===== src/hdl/scvc_pkg.sv =====
package scvc_pkg;

	localparam int unsigned NUM_DETECTORS = 6;
	localparam int unsigned DET_W         = 3;
	localparam int unsigned CNT_W         = 17;
	localparam int unsigned TOTAL_W       = 32;
	localparam int unsigned FLOW_W        = 10;
	localparam int unsigned TICKS_W       = 16;
	localparam int unsigned CFG_IDX_W     = 3;
	localparam int unsigned CFG_DATA_W    = 32;

	localparam logic [CNT_W-1:0]   CNT_MAX   = '1;
	localparam logic [TOTAL_W-1:0] TOTAL_MAX = '1;

	// register indexes on the config port
	localparam logic [CFG_IDX_W-1:0] REG_BAND_ONE   = 3'd0;
	localparam logic [CFG_IDX_W-1:0] REG_BAND_TWO   = 3'd1;
	localparam logic [CFG_IDX_W-1:0] REG_BAND_THREE = 3'd2;
	localparam logic [CFG_IDX_W-1:0] REG_LIMIT      = 3'd3;
	localparam logic [CFG_IDX_W-1:0] REG_POLL_IVL   = 3'd4;
	localparam logic [CFG_IDX_W-1:0] REG_ALARM_HOLD = 3'd5;

	localparam logic [TOTAL_W-1:0] RST_BAND_ONE   = 32'd1000;
	localparam logic [TOTAL_W-1:0] RST_BAND_TWO   = 32'd2000;
	localparam logic [TOTAL_W-1:0] RST_BAND_THREE = 32'd3000;
	localparam logic [TOTAL_W-1:0] RST_LIMIT      = 32'd4000;
	localparam logic [TICKS_W-1:0] RST_POLL_IVL   = 16'd100;
	localparam logic [TICKS_W-1:0] RST_ALARM_HOLD = 16'd3000;

	// detector rotation
	localparam logic [DET_W-1:0] DET_BUTTON  = 3'd0;
	localparam logic [DET_W-1:0] DET_BAND1   = 3'd1;
	localparam logic [DET_W-1:0] DET_BAND2   = 3'd2;
	localparam logic [DET_W-1:0] DET_BAND3   = 3'd3;
	localparam logic [DET_W-1:0] DET_LIMIT   = 3'd4;
	localparam logic [DET_W-1:0] DET_TIMEOUT = 3'd5;
	localparam logic [DET_W-1:0] DET_LAST    = DET_W'(NUM_DETECTORS - 1);

	// external mode codes
	localparam logic [2:0] MC_IDLE     = 3'd0;
	localparam logic [2:0] MC_OPEN     = 3'd1;
	localparam logic [2:0] MC_ALARM1   = 3'd2;
	localparam logic [2:0] MC_ALARM2   = 3'd3;
	localparam logic [2:0] MC_ALARM3   = 3'd4;
	localparam logic [2:0] MC_LIMIT    = 3'd5;
	localparam logic [2:0] MC_FINISHED = 3'd6;

	localparam logic [2:0] BUZZ_OFF    = 3'd0;
	localparam logic [2:0] BUZZ_BAND1  = 3'd1;
	localparam logic [2:0] BUZZ_BAND2  = 3'd2;
	localparam logic [2:0] BUZZ_BAND3  = 3'd3;
	localparam logic [2:0] BUZZ_LIMIT  = 3'd4;

	typedef enum logic [2:0] {
		EV_NONE    = 3'd0,
		EV_BUTTON  = 3'd1,
		EV_BAND1   = 3'd2,
		EV_BAND2   = 3'd3,
		EV_BAND3   = 3'd4,
		EV_LIMIT   = 3'd5,
		EV_TIMEOUT = 3'd6,
		EV_CLOSE   = 3'd7
	} evt_code_t;

	typedef enum logic [6:0] {
		MODE_IDLE     = 7'b0000001,
		MODE_OPEN     = 7'b0000010,
		MODE_ALARM1   = 7'b0000100,
		MODE_ALARM2   = 7'b0001000,
		MODE_ALARM3   = 7'b0010000,
		MODE_LIMIT    = 7'b0100000,
		MODE_FINISHED = 7'b1000000
	} mode_t;

	typedef struct packed {
		logic [TOTAL_W-1:0] band_one;
		logic [TOTAL_W-1:0] band_two;
		logic [TOTAL_W-1:0] band_three;
		logic [TOTAL_W-1:0] limit;
		logic [TICKS_W-1:0] poll_ivl;
		logic [TICKS_W-1:0] alarm_hold;
	} cfg_t;

	typedef struct packed {
		evt_code_t  evt;
		logic [3:0] used;
	} det_res_t;

	typedef struct packed {
		mode_t      mode;
		logic       valve;
		logic [2:0] buzzer;
		logic       restart_alarm;
		logic       clear_total;
	} fsm_res_t;

	function automatic logic [2:0] mode_code(mode_t m);
		logic [2:0] c;
		c = MC_IDLE;
		case (m)
			MODE_OPEN:     c = MC_OPEN;
			MODE_ALARM1:   c = MC_ALARM1;
			MODE_ALARM2:   c = MC_ALARM2;
			MODE_ALARM3:   c = MC_ALARM3;
			MODE_LIMIT:    c = MC_LIMIT;
			MODE_FINISHED: c = MC_FINISHED;
			default:       c = MC_IDLE;
		endcase
		return c;
	endfunction

endpackage


===== src/hdl/scvc_detect.sv =====
module scvc_detect (
	input  logic [scvc_pkg::DET_W-1:0]   poll_index,
	input  logic                         push,
	input  scvc_pkg::mode_t              mode,
	input  logic [scvc_pkg::TOTAL_W-1:0] total,
	input  logic [3:0]                   used,
	input  logic [scvc_pkg::CNT_W-1:0]   since_alarm,
	input  scvc_pkg::cfg_t               cfg,
	output scvc_pkg::det_res_t           res
);
	import scvc_pkg::*;

	logic ge1, ge2, ge3, ge_lim;
	logic up_open, up_alarm1, up_alarm2, up_alarm3, in_alarm;

	assign ge1    = total >= cfg.band_one;
	assign ge2    = total >= cfg.band_two;
	assign ge3    = total >= cfg.band_three;
	assign ge_lim = total >= cfg.limit;

	assign up_open   = (mode == MODE_IDLE) || (mode == MODE_OPEN);
	assign up_alarm1 = up_open || (mode == MODE_ALARM1);
	assign up_alarm2 = up_alarm1 || (mode == MODE_ALARM2);
	assign up_alarm3 = up_alarm2 || (mode == MODE_ALARM3);
	assign in_alarm  = (mode == MODE_ALARM1) || (mode == MODE_ALARM2) ||
	                   (mode == MODE_ALARM3) || (mode == MODE_LIMIT);

	// a band that fires marks itself and every lower band as spent
	always_comb begin
		res.evt  = EV_NONE;
		res.used = used;
		unique case (poll_index)
			DET_BUTTON: begin
				if (push) res.evt = EV_BUTTON;
			end
			DET_BAND1: begin
				if (up_open && !used[0] && ge1 && !ge2) begin
					res.evt  = EV_BAND1;
					res.used = used | 4'b0001;
				end
			end
			DET_BAND2: begin
				if (up_alarm1 && !used[1] && ge2 && !ge3) begin
					res.evt  = EV_BAND2;
					res.used = used | 4'b0011;
				end
			end
			DET_BAND3: begin
				if (up_alarm2 && !used[2] && ge3 && !ge_lim) begin
					res.evt  = EV_BAND3;
					res.used = used | 4'b0111;
				end
			end
			DET_LIMIT: begin
				if (up_alarm3 && !used[3] && ge_lim) begin
					res.evt  = EV_LIMIT;
					res.used = 4'b1111;
				end
			end
			DET_TIMEOUT: begin
				if (in_alarm && (since_alarm > {1'b0, cfg.alarm_hold})) res.evt = EV_TIMEOUT;
			end
			default: ;
		endcase
	end

endmodule


===== src/hdl/scvc_fsm.sv =====
module scvc_fsm (
	input  scvc_pkg::mode_t     mode,
	input  logic                valve,
	input  logic [2:0]          buzzer,
	input  scvc_pkg::evt_code_t evt,
	output scvc_pkg::fsm_res_t  res
);
	import scvc_pkg::*;

	always_comb begin
		res.mode          = mode;
		res.valve         = valve;
		res.buzzer        = buzzer;
		res.restart_alarm = 1'b0;
		res.clear_total   = 1'b0;
		unique case (mode)
			MODE_IDLE: begin
				if (evt == EV_BUTTON) begin
					res.valve = 1'b1;
					res.mode  = MODE_OPEN;
				end
			end
			MODE_OPEN: begin
				if (evt == EV_BUTTON || evt == EV_CLOSE) begin
					res.valve = 1'b0;
					res.mode  = MODE_IDLE;
				end else if (evt == EV_BAND1) begin
					res.mode = MODE_ALARM1; res.buzzer = BUZZ_BAND1; res.restart_alarm = 1'b1;
				end else if (evt == EV_BAND2) begin
					res.mode = MODE_ALARM2; res.buzzer = BUZZ_BAND2; res.restart_alarm = 1'b1;
				end else if (evt == EV_BAND3) begin
					res.mode = MODE_ALARM3; res.buzzer = BUZZ_BAND3; res.restart_alarm = 1'b1;
				end else if (evt == EV_LIMIT) begin
					res.mode = MODE_LIMIT; res.buzzer = BUZZ_LIMIT; res.restart_alarm = 1'b1;
				end
			end
			MODE_ALARM1, MODE_ALARM2, MODE_ALARM3: begin
				// escalation keeps the alarm timer running
				if (evt == EV_TIMEOUT) begin
					res.buzzer = BUZZ_OFF;
					res.mode   = MODE_OPEN;
				end else if (evt == EV_CLOSE) begin
					res.valve = 1'b0;
					res.mode  = MODE_IDLE;
				end else if (mode == MODE_ALARM1 && evt == EV_BAND2) begin
					res.mode = MODE_ALARM2; res.buzzer = BUZZ_BAND2;
				end else if (mode == MODE_ALARM2 && evt == EV_BAND3) begin
					res.mode = MODE_ALARM3; res.buzzer = BUZZ_BAND3;
				end else if (mode == MODE_ALARM3 && evt == EV_LIMIT) begin
					res.mode = MODE_LIMIT; res.buzzer = BUZZ_LIMIT;
				end
			end
			MODE_LIMIT: begin
				if (evt == EV_TIMEOUT) begin
					res.buzzer = BUZZ_OFF;
					res.valve  = 1'b0;
					res.mode   = MODE_FINISHED;
				end
			end
			MODE_FINISHED: begin
				if (evt == EV_BUTTON) begin
					res.clear_total = 1'b1;
					res.mode        = MODE_IDLE;
				end
			end
			default: ;
		endcase
	end

endmodule


===== src/hdl/staged_consumption_valve_controller.sv =====
// channel | signals                                                   | beat when
// --------+-----------------------------------------------------------+-----------------------
// tick in | in_valid in_stall button_push flow_ml close_request       | in_valid && !in_stall
// result  | out_valid out_stall event_code mode valve_on buzzer_level | out_valid && !out_stall
//         | total_out_ml                                              |
// config  | cfg_we cfg_index cfg_data                                 | cfg_we
//
// One tick per clock while out_stall does not hold the result; the beat loads the
// input register, then the state update loads the result register.
// The per-tick path is the saturating total add feeding the band compares.
// arst_n clears the mode machine, counters, flags and both valid bits and loads
// the register defaults. A stalled result holds the state update; the input
// register still takes one more beat if it is empty, then in_stall rises.
module staged_consumption_valve_controller (
	input  logic                            clk,
	input  logic                            arst_n,
	input  logic                            in_valid,
	output logic                            in_stall,
	input  logic                            button_push,
	input  logic [scvc_pkg::FLOW_W-1:0]     flow_ml,
	input  logic                            close_request,
	output logic                            out_valid,
	input  logic                            out_stall,
	output logic [2:0]                      event_code,
	output logic [2:0]                      mode,
	output logic                            valve_on,
	output logic [2:0]                      buzzer_level,
	output logic [scvc_pkg::TOTAL_W-1:0]    total_out_ml,
	input  logic                            cfg_we,
	input  logic [scvc_pkg::CFG_IDX_W-1:0]  cfg_index,
	input  logic [scvc_pkg::CFG_DATA_W-1:0] cfg_data
);
	import scvc_pkg::*;

	// config registers
	cfg_t cfg_q;

	// input stage
	logic              valid_s1;
	logic              push_s1;
	logic [FLOW_W-1:0] flow_s1;
	logic              close_s1;

	// tick state
	mode_t              mode_q;
	logic [TOTAL_W-1:0] total_q;
	logic [3:0]         used_q;
	logic [DET_W-1:0]   poll_idx_q;
	logic [CNT_W-1:0]   since_poll_q;
	logic [CNT_W-1:0]   since_alarm_q;
	logic               valve_q;
	logic [2:0]         buzzer_q;

	logic out_valid_q;
	logic advance;

	logic [CNT_W-1:0]   sp_inc, sa_inc;
	logic [TOTAL_W:0]   sum;
	logic [TOTAL_W-1:0] total_new;
	logic               poll_due;
	det_res_t           det;
	evt_code_t          evt;
	logic [3:0]         used_new;
	fsm_res_t           nxt;

	assign advance   = valid_s1 && (!out_valid_q || !out_stall);
	assign in_stall  = valid_s1 && !advance;
	assign out_valid = out_valid_q;

	always_ff @(posedge clk or negedge arst_n) begin
		if (!arst_n) begin
			cfg_q.band_one   <= RST_BAND_ONE;
			cfg_q.band_two   <= RST_BAND_TWO;
			cfg_q.band_three <= RST_BAND_THREE;
			cfg_q.limit      <= RST_LIMIT;
			cfg_q.poll_ivl   <= RST_POLL_IVL;
			cfg_q.alarm_hold <= RST_ALARM_HOLD;
		end else if (cfg_we) begin
			unique case (cfg_index)
				REG_BAND_ONE:   cfg_q.band_one   <= cfg_data;
				REG_BAND_TWO:   cfg_q.band_two   <= cfg_data;
				REG_BAND_THREE: cfg_q.band_three <= cfg_data;
				REG_LIMIT:      cfg_q.limit      <= cfg_data;
				REG_POLL_IVL:   cfg_q.poll_ivl   <= cfg_data[TICKS_W-1:0];
				REG_ALARM_HOLD: cfg_q.alarm_hold <= cfg_data[TICKS_W-1:0];
				default: ;  // out-of-range index: dropped
			endcase
		end
	end

	// input register; loads whenever empty or draining this cycle
	always_ff @(posedge clk or negedge arst_n) begin
		if (!arst_n) begin
			valid_s1 <= 1'b0;
		end else if (!in_stall) begin
			valid_s1 <= in_valid;
		end
	end

	always_ff @(posedge clk) begin
		if (in_valid && !in_stall) begin
			push_s1  <= button_push;
			flow_s1  <= flow_ml;
			close_s1 <= close_request;
		end
	end

	// counters step first, then flow is added
	assign sp_inc    = (since_poll_q == CNT_MAX) ? since_poll_q : since_poll_q + 1'b1;
	assign sa_inc    = (since_alarm_q == CNT_MAX) ? since_alarm_q : since_alarm_q + 1'b1;
	assign sum       = {1'b0, total_q} + {{(TOTAL_W + 1 - FLOW_W){1'b0}}, flow_s1};
	assign total_new = sum[TOTAL_W] ? TOTAL_MAX : sum[TOTAL_W-1:0];

	// a close request takes the tick; the poll slot is skipped, not consumed
	assign poll_due = !close_s1 && (sp_inc > {1'b0, cfg_q.poll_ivl});

	scvc_detect u_detect (
		.poll_index  (poll_idx_q),
		.push        (push_s1),
		.mode        (mode_q),
		.total       (total_new),
		.used        (used_q),
		.since_alarm (sa_inc),
		.cfg         (cfg_q),
		.res         (det)
	);

	always_comb begin
		evt      = EV_NONE;
		used_new = used_q;
		if (close_s1) begin
			evt = EV_CLOSE;
		end else if (poll_due) begin
			evt      = det.evt;
			used_new = det.used;
		end
	end

	scvc_fsm u_fsm (
		.mode   (mode_q),
		.valve  (valve_q),
		.buzzer (buzzer_q),
		.evt    (evt),
		.res    (nxt)
	);

	always_ff @(posedge clk or negedge arst_n) begin
		if (!arst_n) begin
			mode_q        <= MODE_IDLE;
			total_q       <= '0;
			used_q        <= '0;
			poll_idx_q    <= DET_BUTTON;
			since_poll_q  <= '0;
			since_alarm_q <= '0;
			valve_q       <= 1'b0;
			buzzer_q      <= BUZZ_OFF;
			out_valid_q   <= 1'b0;
		end else begin
			if (advance) begin
				mode_q        <= nxt.mode;
				// finished + button drops the total, this tick's flow included
				total_q       <= nxt.clear_total ? '0 : total_new;
				used_q        <= nxt.clear_total ? 4'b0000 : used_new;
				since_poll_q  <= poll_due ? '0 : sp_inc;
				since_alarm_q <= nxt.restart_alarm ? '0 : sa_inc;
				valve_q       <= nxt.valve;
				buzzer_q      <= nxt.buzzer;
				if (poll_due) begin
					poll_idx_q <= (poll_idx_q == DET_LAST) ? DET_BUTTON : poll_idx_q + 1'b1;
				end
				out_valid_q <= 1'b1;
			end else if (!out_stall) begin
				out_valid_q <= 1'b0;
			end
		end
	end

	// result register, loaded together with the state
	always_ff @(posedge clk) begin
		if (advance) begin
			event_code   <= evt;
			mode         <= mode_code(nxt.mode);
			valve_on     <= nxt.valve;
			buzzer_level <= nxt.buzzer;
			total_out_ml <= nxt.clear_total ? '0 : total_new;
		end
	end

endmodule


===== config.mk =====
export PLATFORM = sky130hd
export DESIGN_NAME = staged_consumption_valve_controller
export DESIGN_NICKNAME = d
export VERILOG_FILES = /design/src/hdl/scvc_pkg.sv /design/src/hdl/scvc_detect.sv /design/src/hdl/scvc_fsm.sv /design/src/hdl/staged_consumption_valve_controller.sv
export SDC_FILE = /design/constraint.sdc
export NUM_CORES = 1
export LEC_CHECK = 0
export ABC_AREA = 1
export BUFFER_PORTS_ARGS = -buffer_cell sky130_fd_sc_hd__buf_2
export CAP_MARGIN = 15
export CORE_ASPECT_RATIO = 0.7
export CORE_MARGIN = 1.5
export CORE_UTILIZATION = 50
export DETAILED_ROUTE_END_ITERATION = 10
export GPL_TIMING_DRIVEN = 0
export HOLD_SLACK_MARGIN = 0.15
export PLACE_DENSITY = 0.71
export SLEW_MARGIN = 20
export SYNTH_ARGS = -nofsm -noshare
export SYNTH_HDL_FRONTEND = slang
export SYNTH_SLANG_ARGS = --single-unit
export TNS_END_PERCENT = 20

===== constraint.sdc =====
create_clock -name clk -period 5 [get_ports clk]
set_input_delay 0 -clock clk [delete_from_list [all_inputs] [get_ports clk]]
set_output_delay 0 -clock clk [all_outputs]
set_load 0.05 [all_outputs]

Word level (Yosys, flattened, before mapping)

Cells that the tools add are included.
W data, S select, Z words.

Muxes and demuxes: 55
Add/subtract/negate cells: 4
Magnitude comparators: 6
Reduce and logical (&&, ||, !) cells: 60
Eq/ne operators: 41

Operators with widths:

| operator                | count |
|---|---|
| $ge A32 B32 Y1          | 4 |
| $mux W7                 | 13 |
| $mux W17                | 4 |
| $mux W32                | 2 |
| $pmux W3 S6             | 2 |
| $pmux W7 S5             | 1 |
| $add A17 B1 Y17 const B | 2 |
| $eq A17 B17 Y1 const B  | 2 |
| $gt A17 B16 Y1          | 2 |
| $add A32 B10 Y33        | 1 |
| $mux W4                 | 8 |
| $reduce_and A8 Y1       | 4 |
| $mux W3                 | 9 |
| $eq A3 B3 Y1 const B    | 8 |
| $logic_and A1 B1 Y1     | 19 |
| $eq A3 B2 Y1 const B    | 6 |
| $pmux W4 S4             | 1 |
| $eq A7 B2 Y1 const B    | 2 |
| $eq A7 B3 Y1 const B    | 2 |
| $eq A7 B4 Y1 const B    | 2 |
| $eq A7 B5 Y1 const B    | 2 |
| $eq A7 B6 Y1 const B    | 2 |
| $eq A7 B7 Y1 const B    | 2 |
| $reduce_and A2 Y1       | 7 |
| 20 further kinds        | 59 |

Word-level logic and storage cells: 193
Bits of input ports: 52
Output and inout port bits: 44
Flip-flop bits (word level): 300

Longest topological paths before layout

Gate-level depths: netlist of the first run.

Depth after elaboration: 21
Depth in mapped cells: 43
Mapped depth without buffers: 43

Hierarchy

A second synthesis of the first run with hierarchy kept.

Cell total of the unflattened synthesis: 2511
Area total of the unflattened synthesis: 19125.8 µm²

Modules (own cells, without submodules):

| module                              | cells an instance | seq. area each (µm²) | times used | area an instance (µm²) |
|---|---|---|---|---|
| staged_consumption_valve_controller | 1622              | 7822.5               | 1          | 13994.7 |
| scvc_detect                         | 727               | 0.0                  | 1          | 4287.9 |
| scvc_fsm                            | 162               | 0.0                  | 1          | 843.3 |

Worst setup path after synthesis of the first run

Ideal clock, no wire load.

Kind: register to register
Start point: register flow_s1[0]
End point: register buzzer_level[0], data pin
Buffers on the path: 0
Arrival: 4.592 ns
Setup slack: 0.154 ns
Required time: 4.745 ns
Period minus slack after synthesis: 4.846 ns
Stages on the path, launching flop included: 34
Library setup time: 0.255 ns
Cell sequence: edfxtp_1 ha_1 fa_1 nand3_1 nand3_1 nand2_1 nand2_1 a21oi_1 o21ai_2 a21oi_1 o21ai_2 nand3_1 nor2_2 nand3_2 nor2_2 nand3_2 inv_1 or2_2 ha_1 a21oi_1 o21ai_0 nand2_1 nand2_1 a21oi_1 nand3_1 nand3_2 nand3_2 a21oi_2 nand3_2 nand2_1 nand2_1 nand2_1 nand4_1 and2_1

RTL lines:

| item                   | RTL line                                   | RTL |
|---|---|---|
| from (decl)            | staged_consumption_valve_controller.sv:41  | `logic [FLOW_W-1:0] flow_s1;` |
| from (signal assigned) | staged_consumption_valve_controller.sv:103 | `flow_s1 <= flow_ml;` |
| to (signal assigned)   | staged_consumption_valve_controller.sv:184 | `buzzer_level <= nxt.buzzer;` |
| to (decl)              | staged_consumption_valve_controller.sv:27  | `output logic [2:0] buzzer_level,` |

Worst setup path in the final report of the first run

Start point: register total_q[0]
End point: register mode[1], data pin

Longest elaborated chain between the ends: 19
Elaborated cells between the ends (all ways): 55
Those cells by class: add/sub: 1; order compare: 4; eq/ne: 13; mux: 23; reduce/logical: 14

Ends and longest elaborated chain:

| item                                          | RTL line                                                | RTL |
|---|---|---|
| from (decl)                                   | staged_consumption_valve_controller.sv:46               | `logic [TOTAL_W-1:0] total_q;` |
| from (signal assigned)                        | staged_consumption_valve_controller.sv:162              | `total_q <= nxt.clear_total ? '0 : total_new;` |
| $add A32 B10 Y33 (*)                          | staged_consumption_valve_controller.sv:111              | `assign sum = {1'b0, total_q} + {{(TOTAL_W + 1 - FLOW_W){1'b0}}, flow_s1};` |
| $mux W32 (*)                                  | staged_consumption_valve_controller.sv:112              | `assign total_new = sum[TOTAL_W] ? TOTAL_MAX : sum[TOTAL_W-1:0];` |
| $ge A32 B32 Y1, on equally long branches      | --                                                      |  |
| $logic_and A1 B1 Y1 (tied with other cells)   | scvc_detect.sv:43                                       | `if (up_alarm1 && !used[1] && ge2 && !ge3) begin` |
| $logic_and A1 B1 Y1, on equally long branches | scvc_detect.sv:43, scvc_detect.sv:37, scvc_detect.sv:49 |  |
| $mux W6 (tied with other cells)               | scvc_detect.sv:43                                       |  |
| $pmux W3 S6 (*)                               | scvc_detect.sv:32                                       | `unique case (poll_index)` |
| $mux W3 (*)                                   | staged_consumption_valve_controller.sv:133              | `end else if (poll_due) begin` |
| [... 3 more ...]                              | --                                                      |  |
| $mux W7                                       | scvc_fsm.sv:49                                          | `end else if (mode == MODE_ALARM3 && evt == EV_LIMIT) begin` |
| $mux W7                                       | scvc_fsm.sv:47                                          | `end else if (mode == MODE_ALARM2 && evt == EV_BAND3) begin` |
| $mux W7                                       | scvc_fsm.sv:45                                          | `end else if (mode == MODE_ALARM1 && evt == EV_BAND2) begin` |
| $mux W7                                       | scvc_fsm.sv:42                                          | `end else if (evt == EV_CLOSE) begin` |
| $mux W7                                       | scvc_fsm.sv:39                                          | `if (evt == EV_TIMEOUT) begin` |
| $pmux W7 S5 (*)                               | scvc_fsm.sv:16                                          | `unique case (mode)` |
| $eq A7 B7 Y1 (tied with other cells)          | scvc_pkg.sv:100                                         | `case (m)` |
| $pmux W3 S6 (*)                               | scvc_pkg.sv:100                                         |  |
| to (signal assigned)                          | staged_consumption_valve_controller.sv:182              | `mode <= mode_code(nxt.mode);` |
| to (decl)                                     | staged_consumption_valve_controller.sv:25               | `output logic [2:0] mode,` |

Every way passes the cells marked *; elsewhere a longest branch is shown, timed or not. The select of a mux whose other input is x is not followed.
A chain may end at the register's enable or synchronous reset.

==> out/summary.txt, run 1 <==
Status - finished with violations
Failing checks - setup timing
Post-synthesis cell type count - 47
Syn Nets - 2,484
CTS tree - yes
DR vias - 16,732
Number of flops mapped to enable cells by yosys - 54
Flops & latches, synth - 300
Root buf cell - clkbuf_16
Gr busiest metal - met2
CP Depth - 40
Number of placement rows - 57
TritonRoute pass-1 iters - 7
CP dominant cell by count - nand3_4
CP startpoint - total_q[0]
Routing usage on met3 - 5.04%
Crit Reg-Reg Endpoint - mode[1]
Core box area - 0.0351 mm²
Setup TNS - -46.39 ns
Die area - 0.0372 mm²
Cell Area, Placed - 0.0191 mm²
Fin Clk Skew - 0.0123 ns
Syn Area/Cell - 7.98 µm²
CP Launch Type - register
Kind of critical path - register to register
Num ports - 96
Maximum VDD drop - 0.000340 V
Worst-path fanout max - 5
DRC - 0
Ys async rst share - 82.0%
Final core occ - 66.1%
Largest net degree at the start of global routing - 88
Worst Reg-to-Reg Cells - 40
Sequential Power Share - 28.1%
Clock share of power - 18.8%
CP max stage cell - dfrtp_1
Remaining antenna violation count after routing - 0
Met1 usage - 43.6%
Max Clock Freq - 0.179 GHz
Gate Count Post-Synth - 2,258
GP Congestion - 0.938
Pre-CTS WS - -1.51 ns
CTS H-tree depth - 1
Fin nets - 2,777
Gr usage total - 29.3%
Clock sinks - 300
Prevailing post-synth register cell - dfrtp_1
Dpl cells - 2,827
Hold_sp - out_stall
RSZ-0062 raised after global routing - yes
Least-Margin Pin Slew - 1.36 ns
Seq/Total Area, Yosys - 43.4%
Slew HR - 8.46%
Switch share - 44.5%
Final Critical Period - 5.57 ns
Drt wl/cell - 17.9 µm
Initial antenna violation count - 0
FF-to-FF Start - total_q[0]
Fin cells - 3,047
Largest area contributor in the synthesized netlist - dfrtp_1
Skew-Pair Late Insertion Delay - 0.59 ns
Initial core utilization - 51.3%
Worst path arrival time - 5.90 ns
CP Capture Type - register
Die height - 162 µm
First-pass GRT wire length - 86.6 mm
CTS Buf Count - 31
Reg2Reg Setup Slack - -0.57 ns
PD cells - 541 mW/mm²
Number of port buffers - 95
Clk pin slew, worst setup/hold paths - 0.07 ns
CP bufs+invs - 6
Final Hold Fails - 0
Filler Cell Count - 2,793
Net Sw Power - 5.58 mW
CP Capture Point - mode[1]
Ratio of cells with drive above 1 in the final layout - 20.5%
Top-area cell type share of the netlist area - 29.2%
Synth top area cells - dfrtp_1 29%, ha_1 12%, nand2_1 12%, edfxtp_1 9.0%, inv_1 8.0%
Vias in the first global route - 16,296
Initial drt markers - 1,526
Width of the die - 230 µm
Worst Path Required - 5.32 ns
Final setup margin - -0.574 ns
CP max stage delay - 0.41 ns
Via density - 5.49
Count of final max-slew check failures - 0
Area growth syn-to-layout - 28.7%
Leak pwr - 11.5 nW
Post-DP HPWL - 37.6 mm
Clk buf depth - 3
Hold crit path type - input port to register
Syn. warnings - 0
Internal - 6.96 mW
Cell area after synthesis - 0.0180 mm²
Max Cap Viol - 0
Final instance area - 0.0232 mm²
Total Wirelength - 54.6 mm
Total congestion overflow - 0
Antenna Cells - 0
Final setup viols - 103
Tcrit/Tclk final - 111%
GRT met2 Usage - 44.6%
Top delay family on crit path - simple AND/OR/NAND/NOR gates
Combinational Power Share - 53.1%
-- cell usage after synthesis, types with 3 or more instances --
master and n:
a211oi_1 5, nand3b_1 4, clkbuf_1 45, a21o_1 5, o21ai_1 18, or2_2 11, inv_1 386, o22ai_1 5
o21ai_2 3, o21ai_0 237, nor4_1 7, nand3_2 11, dfrtp_1 210, dfstp_2 36, clkinv_1 3, and2_1 3
a21oi_1 90, nand4_2 3, nand4_1 36, ha_1 173, inv_2 8, nand2_1 555, xnor2_1 6, nor3_1 29
buf_2 7, o21a_1 10, nand2_2 5, nor2_2 5, nor2_1 118, xor2_1 25, edfxtp_1 54, nand3_1 119
a21oi_2 4
-- timing repair --
| item | 4_1_cts | 5_1_grt |
|---|---|---|
| hold endpoints to repair | 357 | 0 |
| resized for setup | 233 | 98 |
| setup endpoints to repair | 106 | 108 |
| setup buffers | 66 | 22 |
| gates cloned | 5 | 0 |
| pin swaps | 73 | 64 |
| hold buffers | 71 | 0 |
-- through the flow --
step / hold slack, ns / power (mW)
global route: 0.201 / 13.4
finish: 0.196 / 12.5
detailed placement: 0.0827 / 8.59
global placement: 0.179 / 8.35
floorplan: -0.296 / 7.12
CTS: 0.170 / 11.9
-- how the worst min path moves through the flow --
stage                             end  cells after the start
floorplan                 buzzer_q[0]                      0
global placement           flow_s1[8]                      1
detailed placement  since_alarm_q[11]                      1
CTS                         out_valid                      4
global route                out_valid                      4
finish                      out_valid                      4
-- tightest hold or removal path: cells and delay by family --
kind          cells  cell delay [ns]
simple gates      2             0.15
buf+inv           2             0.61
-- cell usage in the layout (no fill, tap or decap), types with 6 or more instances in the layout --
master,netlist,layout
nand2_1,555,495
inv_1,386,377
o21ai_0,237,220
dfrtp_1,210,210
ha_1,173,140
nor2_1,118,97
buf_2,7,95
nand3_1,119,82
a21oi_1,90,74
buf_4,0,73
dlygate4sd3_1,0,70
edfxtp_1,54,54
clkbuf_1,45,51
nand2_2,5,44
nand4_1,36,36
dfstp_2,36,36
ha_4,0,32
clkbuf_16,0,31
nand3_4,0,30
o21ai_1,18,29
nor3_1,29,27
xor2_1,25,25
nand2_4,2,19
nand3_2,11,18
buf_6,0,18
inv_2,8,14
nor2_2,5,14
a21oi_2,4,13
nor2_4,0,12
o21a_1,10,10
a21oi_4,0,7
or2_2,11,7
o21ai_2,3,6
nor4_1,7,6
xnor2_1,6,6
-- power groups by stage --
stage	Clock, mW	Sequential (mW)	Combinational (mW)
floorplan	0	3.80	3.32
detailed placement	0	3.53	5.06
global placement	0	3.52	4.83
finish	2.35	3.53	6.65
CTS	2.37	3.51	6.07
global route	2.47	3.59	7.37
-- sequential cells by signal (all words and copies together), names as in the netlist, 3 cells and up --
register and flops:
total_out_ml 32, since_poll_q 17, buzzer_q 3, poll_idx_q 3, used_q 4, since_alarm_q 17, mode 3, total_q 32
event_code 3, flow_s1 10, cfg_q 160, buzzer_level 3, mode_q 7
-- final cells by class --
class	count	area [µm²]	area share, %
Multi-Input combinational cell	1508	9930	42.8
Sequential cell	300	7820	33.7
Timing Repair Buffer	260	2080	8.97
Inverter	397	1500	6.46
Clock buffer	43	871	3.76
Tap cell	472	591	2.55
Buffer	53	254	1.10
Clock inverter	14	140	0.604
-- logic make-up (layout without fill, tap and decap cells) --
group / count (synthesis) / count (layout) / synth area share (%)
AO/OA/AOI/OAI: 386 / 386 / 11.3
XOR/XNOR: 31 / 31 / 1.51
adder cells (fa/ha/maj): 174 / 174 / 12.1
buffers and inverters: 451 / 767 / 9.45
flip-flops: 300 / 300 / 43.4
AND/OR/NAND/NOR: 916 / 917 / 22.2
-- per-layer routing --
layer / vias to the layer above / part of all wire (%) / wire length, µm
met5: - / 0 / 0
met4: 0 / 2.2 / 1180
met3: 97 / 8.0 / 4350
met2: 639 / 43 / 23600
met1: 8073 / 47 / 25400
li1: 7923 / - / -
Power figures use the tool's default switching activity.
==> inputs of run 2 (changes only) <==
SETUP_SLACK_MARGIN = 0.3   (was unset)
==> run 2 against run 1 <==
The flow still finishes with violations (setup timing). Largest cell class unchanged. Non-clock buffer count fell by 7. Highest routed layer unchanged. First-iteration DRC count is 3.7% higher. Worst setup slack improved by 0.033 ns. Fmax rose by 0.60%. Register-to-register slack gained 0.03 ns. Final area down 0.10%.
==> out/summary.txt, run 2 (synthesis gave the netlist of run 1 again) <==
CP Launch Type - register (unchanged)
Drt wl/cell - 18.1 µm (was 17.9 µm)
Num ports - 96 (unchanged)
Regs by FF count - cfg_q: 160 flops, total_out_ml: 32 flops, total_q: 32 flops (unchanged)
Tcrit/Tclk final - 111% (about the same)
M1 WL - 25.3 mm (was 25.4 mm)
Remaining antenna violation count after routing - 0 (unchanged)
Via density - 5.53 (was 5.49)
Final Hold Fails - 0 (unchanged)
Kind of critical path - register to register (unchanged)
CTS Buf Count - 30 (was 31)
CP startpoint - flow_s1[1] (was total_q[0])
Core box area - 0.0351 mm² (unchanged)
Ratio of cells with drive above 1 in the final layout - 20.1% (was 20.5%)
Met2 routed WL - 23.7 mm (was 23.6 mm)
Final setup margin - -0.541 ns (was -0.574 ns)
Die area - 0.0372 mm² (unchanged)
First-pass GRT wire length - 86.1 mm (was 86.6 mm)
Gr usage total - 29.2% (was 29.3%)
Metal3 WL - 4.54 mm (was 4.35 mm)
Skew-Pair Late Insertion Delay - 0.59 ns (about the same)
Clock sinks - 300 (unchanged)
Fin Clk Skew - 0.0126 ns (was 0.0123 ns)
Clk pin slew, worst setup/hold paths - 0.07 ns (about the same)
CP Capture Type - register (unchanged)
Final Critical Period - 5.54 ns (was 5.57 ns)
Max Cap Viol - 0 (unchanged)
Worst path arrival time - 5.89 ns (was 5.90 ns)
Maximum VDD drop - 0.000347 V (was 0.000340 V)
GP Congestion - 0.930 (was 0.938)
Max reg flops - 160 (unchanged)
Most common cell after layout, fill and taps aside - nand2_1 (unchanged)
Count of final max-slew check failures - 0 (unchanged)
Number of port buffers - 95 (unchanged)
Top reg by flops - cfg_q (unchanged)
Area growth syn-to-layout - 28.6% (was 28.7%)
CTS tree - yes (unchanged)
Final setup viols - 103 (unchanged)
Die height - 162 µm (unchanged)
Antenna Cells - 0 (unchanged)
Max Clock Freq - 0.180 GHz (was 0.179 GHz)
Root buf cell - clkbuf_16 (unchanged)
Top layer in use - met4 (unchanged)
Worst-path fanout max - 7 (was 5)
Total congestion overflow - 0 (unchanged)
Initial antenna violation count - 0 (unchanged)
CTS H-tree depth - 1 (unchanged)
Overall power - 12.5 mW (about the same)
PD cells - 542 mW/mm² (was 541 mW/mm²)
CP max stage cell - edfxtp_1 (was dfrtp_1)
Worst Path Required - 5.35 ns (was 5.32 ns)
Total Wirelength - 54.9 mm (was 54.6 mm)
DRC - 0 (unchanged)
Fin nets - 2,769 (was 2,777)
Vias in the first global route - 16,194 (was 16,296)
Number of placement rows - 57 (unchanged)
DR vias - 16,803 (was 16,732)
Leak pwr - 11.5 nW (about the same)
Status - finished with violations (unchanged)
Post-DP HPWL - 37.7 mm (was 37.6 mm)
Slew HR - 20.5% (was 8.46%)
Clk buf depth - 3 (unchanged)
RSZ-0062 raised after global routing - yes (unchanged)
Initial drt markers - 1,582 (was 1,526)
Hold crit path type - input port to register (unchanged)
TritonRoute pass-1 iters - 6 (was 7)
CP max stage delay - 0.48 ns (was 0.41 ns)
Setup TNS - -45.44 ns (was -46.39 ns)
Hold_sp - flow_ml[7] (was out_stall)
Least-Margin Pin Slew - 1.18 ns (was 1.36 ns)
Largest net degree at the start of global routing - 86 (was 88)
Failing checks - setup timing (unchanged)
Width of the die - 230 µm (unchanged)
FF-to-FF Start - flow_s1[1] (was total_q[0])
Initial core utilization - 51.3% (unchanged)
Most frequent cells in the layout - 513 x nand2_1, 379 x inv_1, 221 x o21ai_0 (was 495 x nand2_1, 377 x inv_1, 220 x o21ai_0)
[run 2: metrics by stage]
stage,area (µm²),hold WS (ns),worst slack (ns),utilization (%),cells
floorplan,18100,-0.296,0.310,-,2258
global placement,19200,0.178,-1.19,54.6,2825
detailed placement,19200,0.0592,-1.18,54.8,2827
CTS,22500,0.160,-0.293,64.2,3015
global route,23200,0.170,-0.795,66.0,3039
finish,23200,0.162,-0.541,66.0,3039
[run 2: worst paths after layout]
path | end | slack [ns] | cells after the start
worst max-delay path | total_out_ml[3] | -0.54 | 31
worst min-delay path | flow_s1[7] | 0.16 | 2
worst max register to register | total_out_ml[3] | -0.54 | 31
worst min register to register | used_q[0] | 0.47 | 2
max in group asynchronous | cfg_q[102] | 3.89 | 4
min in group asynchronous | cfg_q[9] | 0.58 | 3
[run 2: area by class of cell]
class                      count  area [µm²]
fill                        2817       11900
multi-input combinational   1508        9890
sequential                   300        7820
timing repair buffer         252        2040
inverter                     397        1510
clock buffer                  34         797
tap                          472         591
buffer                        54         274
clock inverter                22         246
[run 2: per-layer routing]
layer,global-route usage [%],up-vias
met3,4.48,103
met4,7.34,0
li1,-,7916
met1,43.5,8075
met2,44.6,709
met5,0,-
[run 2: critical path: cells and delay by family (launching register included)]
kind	cells	cell delay, ns
AND/OR/NAND/NOR	23	3.23
adder cells (fa/ha/maj)	2	0.65
AO/OA/AOI/OAI	3	0.50
flip-flops	1	0.48
buffers and inverters	3	0.47
[run 2: report_power, final]
part / leakage (nW) / switching, mW / internal [mW]
Sequential: 3.59 / 0.391 / 3.14
Combinational: 7.37 / 4.15 / 2.44
Clock: 0.484 / 1.06 / 1.36
Total: 11.5 / 5.60 / 6.95
[run 2: repair_timing]
action,in CTS,in global routing
setup buffers,60,23
resized for setup,197,98
endpoints found under the hold margin,416,0
cloned,4,1
hold buffers,68,0
setup endpoints to repair,106,114
pin swaps,54,67
==> inputs of run 3 (changes only) <==
GPL_TIMING_DRIVEN = unset   (was 0)
==> run 3 against run 2 <==
The flow still finishes with violations (setup timing). Sequential power hardly changed. Final area is 1.4% higher. Register-to-register slack better by 0.21 ns. Flip-flop and latch count stayed put. Worst hold slack worse by 0.061 ns. Fmax is 3.9% higher. Critical path type unchanged. Largest cell class unchanged. Highest routed layer unchanged.
==> out/summary.txt, run 3 (synthesis gave the netlist of run 1 again) <==
Status - finished with violations (unchanged)
Failing checks - setup timing (unchanged)
Via density - 5.39 (was 5.53)
Area growth syn-to-layout - 30.4% (was 28.6%)
Root buf cell - clkbuf_16 (unchanged)
DR vias - 16,634 (was 16,803)
GP Congestion - 0.941 (was 0.930)
PD cells - 558 mW/mm² (was 542 mW/mm²)
Multi-input logic area - 0.00979 mm² (was 0.00989 mm²)
Worst hold slack - 0.100 ns (was 0.162 ns)
Most common cell after layout, fill and taps aside - nand2_1 (unchanged)
Setup TNS - -18.78 ns (was -45.44 ns)
Fin nets - 2,818 (was 2,769)
Reg2Reg Setup Slack - -0.33 ns (was -0.54 ns)
Worst Path Required - 5.32 ns (was 5.35 ns)
Final Hold Fails - 0 (unchanged)
Largest net degree at the start of global routing - 118 (was 86)
Skew-Pair Late Insertion Delay - 0.59 ns (about the same)
Number of placement rows - 57 (unchanged)
CP Launch Type - register (unchanged)
Final setup viols - 103 (unchanged)
Drt wl/cell - 17.1 µm (was 18.1 µm)
Worst path arrival time - 5.65 ns (was 5.89 ns)
Net Sw Power - 5.70 mW (was 5.60 mW)
Final Critical Period - 5.33 ns (was 5.54 ns)
Initial antenna violation count - 0 (unchanged)
Top reg by flops - cfg_q (unchanged)
Kind of critical path - register to register (unchanged)
Antenna Cells - 0 (unchanged)
Internal - 7.42 mW (was 6.95 mW)
Max reg flops - 160 (unchanged)
Ratio of cells with drive above 1 in the final layout - 24.0% (was 20.1%)
Final setup margin - -0.334 ns (was -0.541 ns)
Vias in the first global route - 15,957 (was 16,194)
Total congestion overflow - 0 (unchanged)
Combinational Power Share - 55.1% (was 52.5%)
Post-DP HPWL - 37.1 mm (was 37.7 mm)
Sequential Power Share - 27.0% (was 28.2%)
Max Cap Viol - 0 (unchanged)
CP dominant cell by count - nand3_2
Core box area - 0.0351 mm² (unchanged)
Num ports - 96 (unchanged)
Initial core utilization - 51.3% (unchanged)
Gr usage total - 28.3% (was 29.2%)
Clock share of power - 17.9% (was 19.3%)
Number of port buffers - 95 (unchanged)
CP Capture Type - register (unchanged)
Filler Cell Count - 2,849 (was 2,817)
RSZ-0062 raised after global routing - yes (unchanged)
Initial drt markers - 1,442 (was 1,582)
FF-to-FF Start - total_q[0] (was flow_s1[1])
Clock sinks - 300 (unchanged)
Width of the die - 230 µm (unchanged)
Die area - 0.0372 mm² (unchanged)
Overall power - 13.1 mW (was 12.5 mW)
Reg area - 0.00782 mm² (unchanged)
CP startpoint - total_q[0] (was flow_s1[1])
Max Clock Freq - 0.187 GHz (was 0.180 GHz)
Hold crit path type - input port to asynchronous set/reset pin (was input port to register)
Worst-path fanout max - 8 (was 7)
CP max stage delay - 0.41 ns (was 0.48 ns)
First-pass GRT wire length - 84.1 mm (was 86.1 mm)
Switch share - 43.4% (was 44.6%)
Tcrit/Tclk final - 107% (was 111%)
Maximum VDD drop - 0.000357 V (was 0.000347 V)
Count of final max-slew check failures - 0 (unchanged)
TritonRoute pass-1 iters - 5 (was 6)
Total Wirelength - 52.9 mm (was 54.9 mm)
Remaining antenna violation count after routing - 0 (unchanged)
Clk buf depth - 3 (unchanged)
CTS H-tree depth - 1 (unchanged)
Regs by FF count - cfg_q: 160 flops, total_out_ml: 32 flops, total_q: 32 flops (unchanged)
DRC - 0 (unchanged)
Slew HR - 26.4% (was 20.5%)
Final core occ - 67.0% (was 66.0%)
Most frequent cells in the layout - 503 x nand2_1, 380 x inv_1, 215 x o21ai_0 (was 513 x nand2_1, 379 x inv_1, 221 x o21ai_0)
Pre-CTS WS - -0.886 ns (was -1.18 ns)
Clk pin slew, worst setup/hold paths - 0.07 ns (about the same)
CTS Buf Count - 30 (unchanged)
CP max stage cell - fa_2 (was edfxtp_1)
Least-Margin Pin Slew - 1.09 ns (was 1.18 ns)
Fin Clk Skew - 0.0189 ns (was 0.0126 ns)
Leak pwr - 11.8 nW (was 11.5 nW)
CTS tree - yes (unchanged)
Die height - 162 µm (unchanged)
## run 3: repair_timing
item,in CTS,in global routing
endpoints found under the setup margin,106,106
buffers inserted,41,22
cloned,1,2
pin swaps,55,46
endpoints found under the hold margin,304,0
hold buffers,61,0
gates resized for setup,189,106
## run 3: per-layer routing
| metal | global-route usage (%) | up-vias | share of wire, % |
|---|---|---|---|
| li1 | - | 7977 | - |
| met1 | 44.5 | 8005 | 49 |
| met2 | 40.9 | 602 | 41 |
| met3 | 5.09 | 50 | 8.4 |
| met4 | 4.43 | 0 | 1.3 |
| met5 | 0 | - | 0 |
## run 3: power groups by stage
| stage | sequential, mW | clock (mW) | combinational [mW] |
|---|---|---|---|
| 6_report | 3.54 | 2.35 | 7.23 |
| 5_1_grt | 3.61 | 2.47 | 7.96 |
| 4_1_cts | 3.53 | 2.38 | 6.55 |
| 3_5_place_dp | 3.56 | 0 | 5.79 |
| 3_3_place_gp | 3.54 | 0 | 5.63 |
| 2_1_floorplan | 3.80 | 0 | 3.34 |
## run 3: final timing paths
check	endpoint	cells past startpoint
setup reg to reg	mode[1]	39
hold / removal	cfg_q[31]	2
min in group clk	flow_s1[7]	2
hold reg to reg	used_q[0]	2
setup / recovery	mode[1]	39
max in group asynchronous	cfg_q[159]	3
## run 3: worst max-delay path, delay by kind of cell (launching register included)
family                   cells  cell delay [ns]
buffers and inverters        6             0.74
AO/OA/AOI/OAI                4             0.49
adder cells (fa/ha/maj)      3             0.89
flip-flops                   1             0.38
AND/OR/NAND/NOR             26             2.52
## run 3: layout make-up
cell class,count,area share [%]
multi-input combinational,1507,41.7
sequential,300,33.3
timing repair buffer,356,11.9
inverter,397,6.37
clock buffer,43,3.62
tap,472,2.51
clock inverter,13,0.644
## run 3: stage by stage
| stage | area (µm²) | std cells |
|---|---|---|
| CTS | 22800 | 3064 |
| floorplan | 18100 | 2258 |
| detailed placement | 20000 | 2905 |
| global placement | 20000 | 2905 |
| finish | 23500 | 3088 |
| global route | 23500 | 3088 |
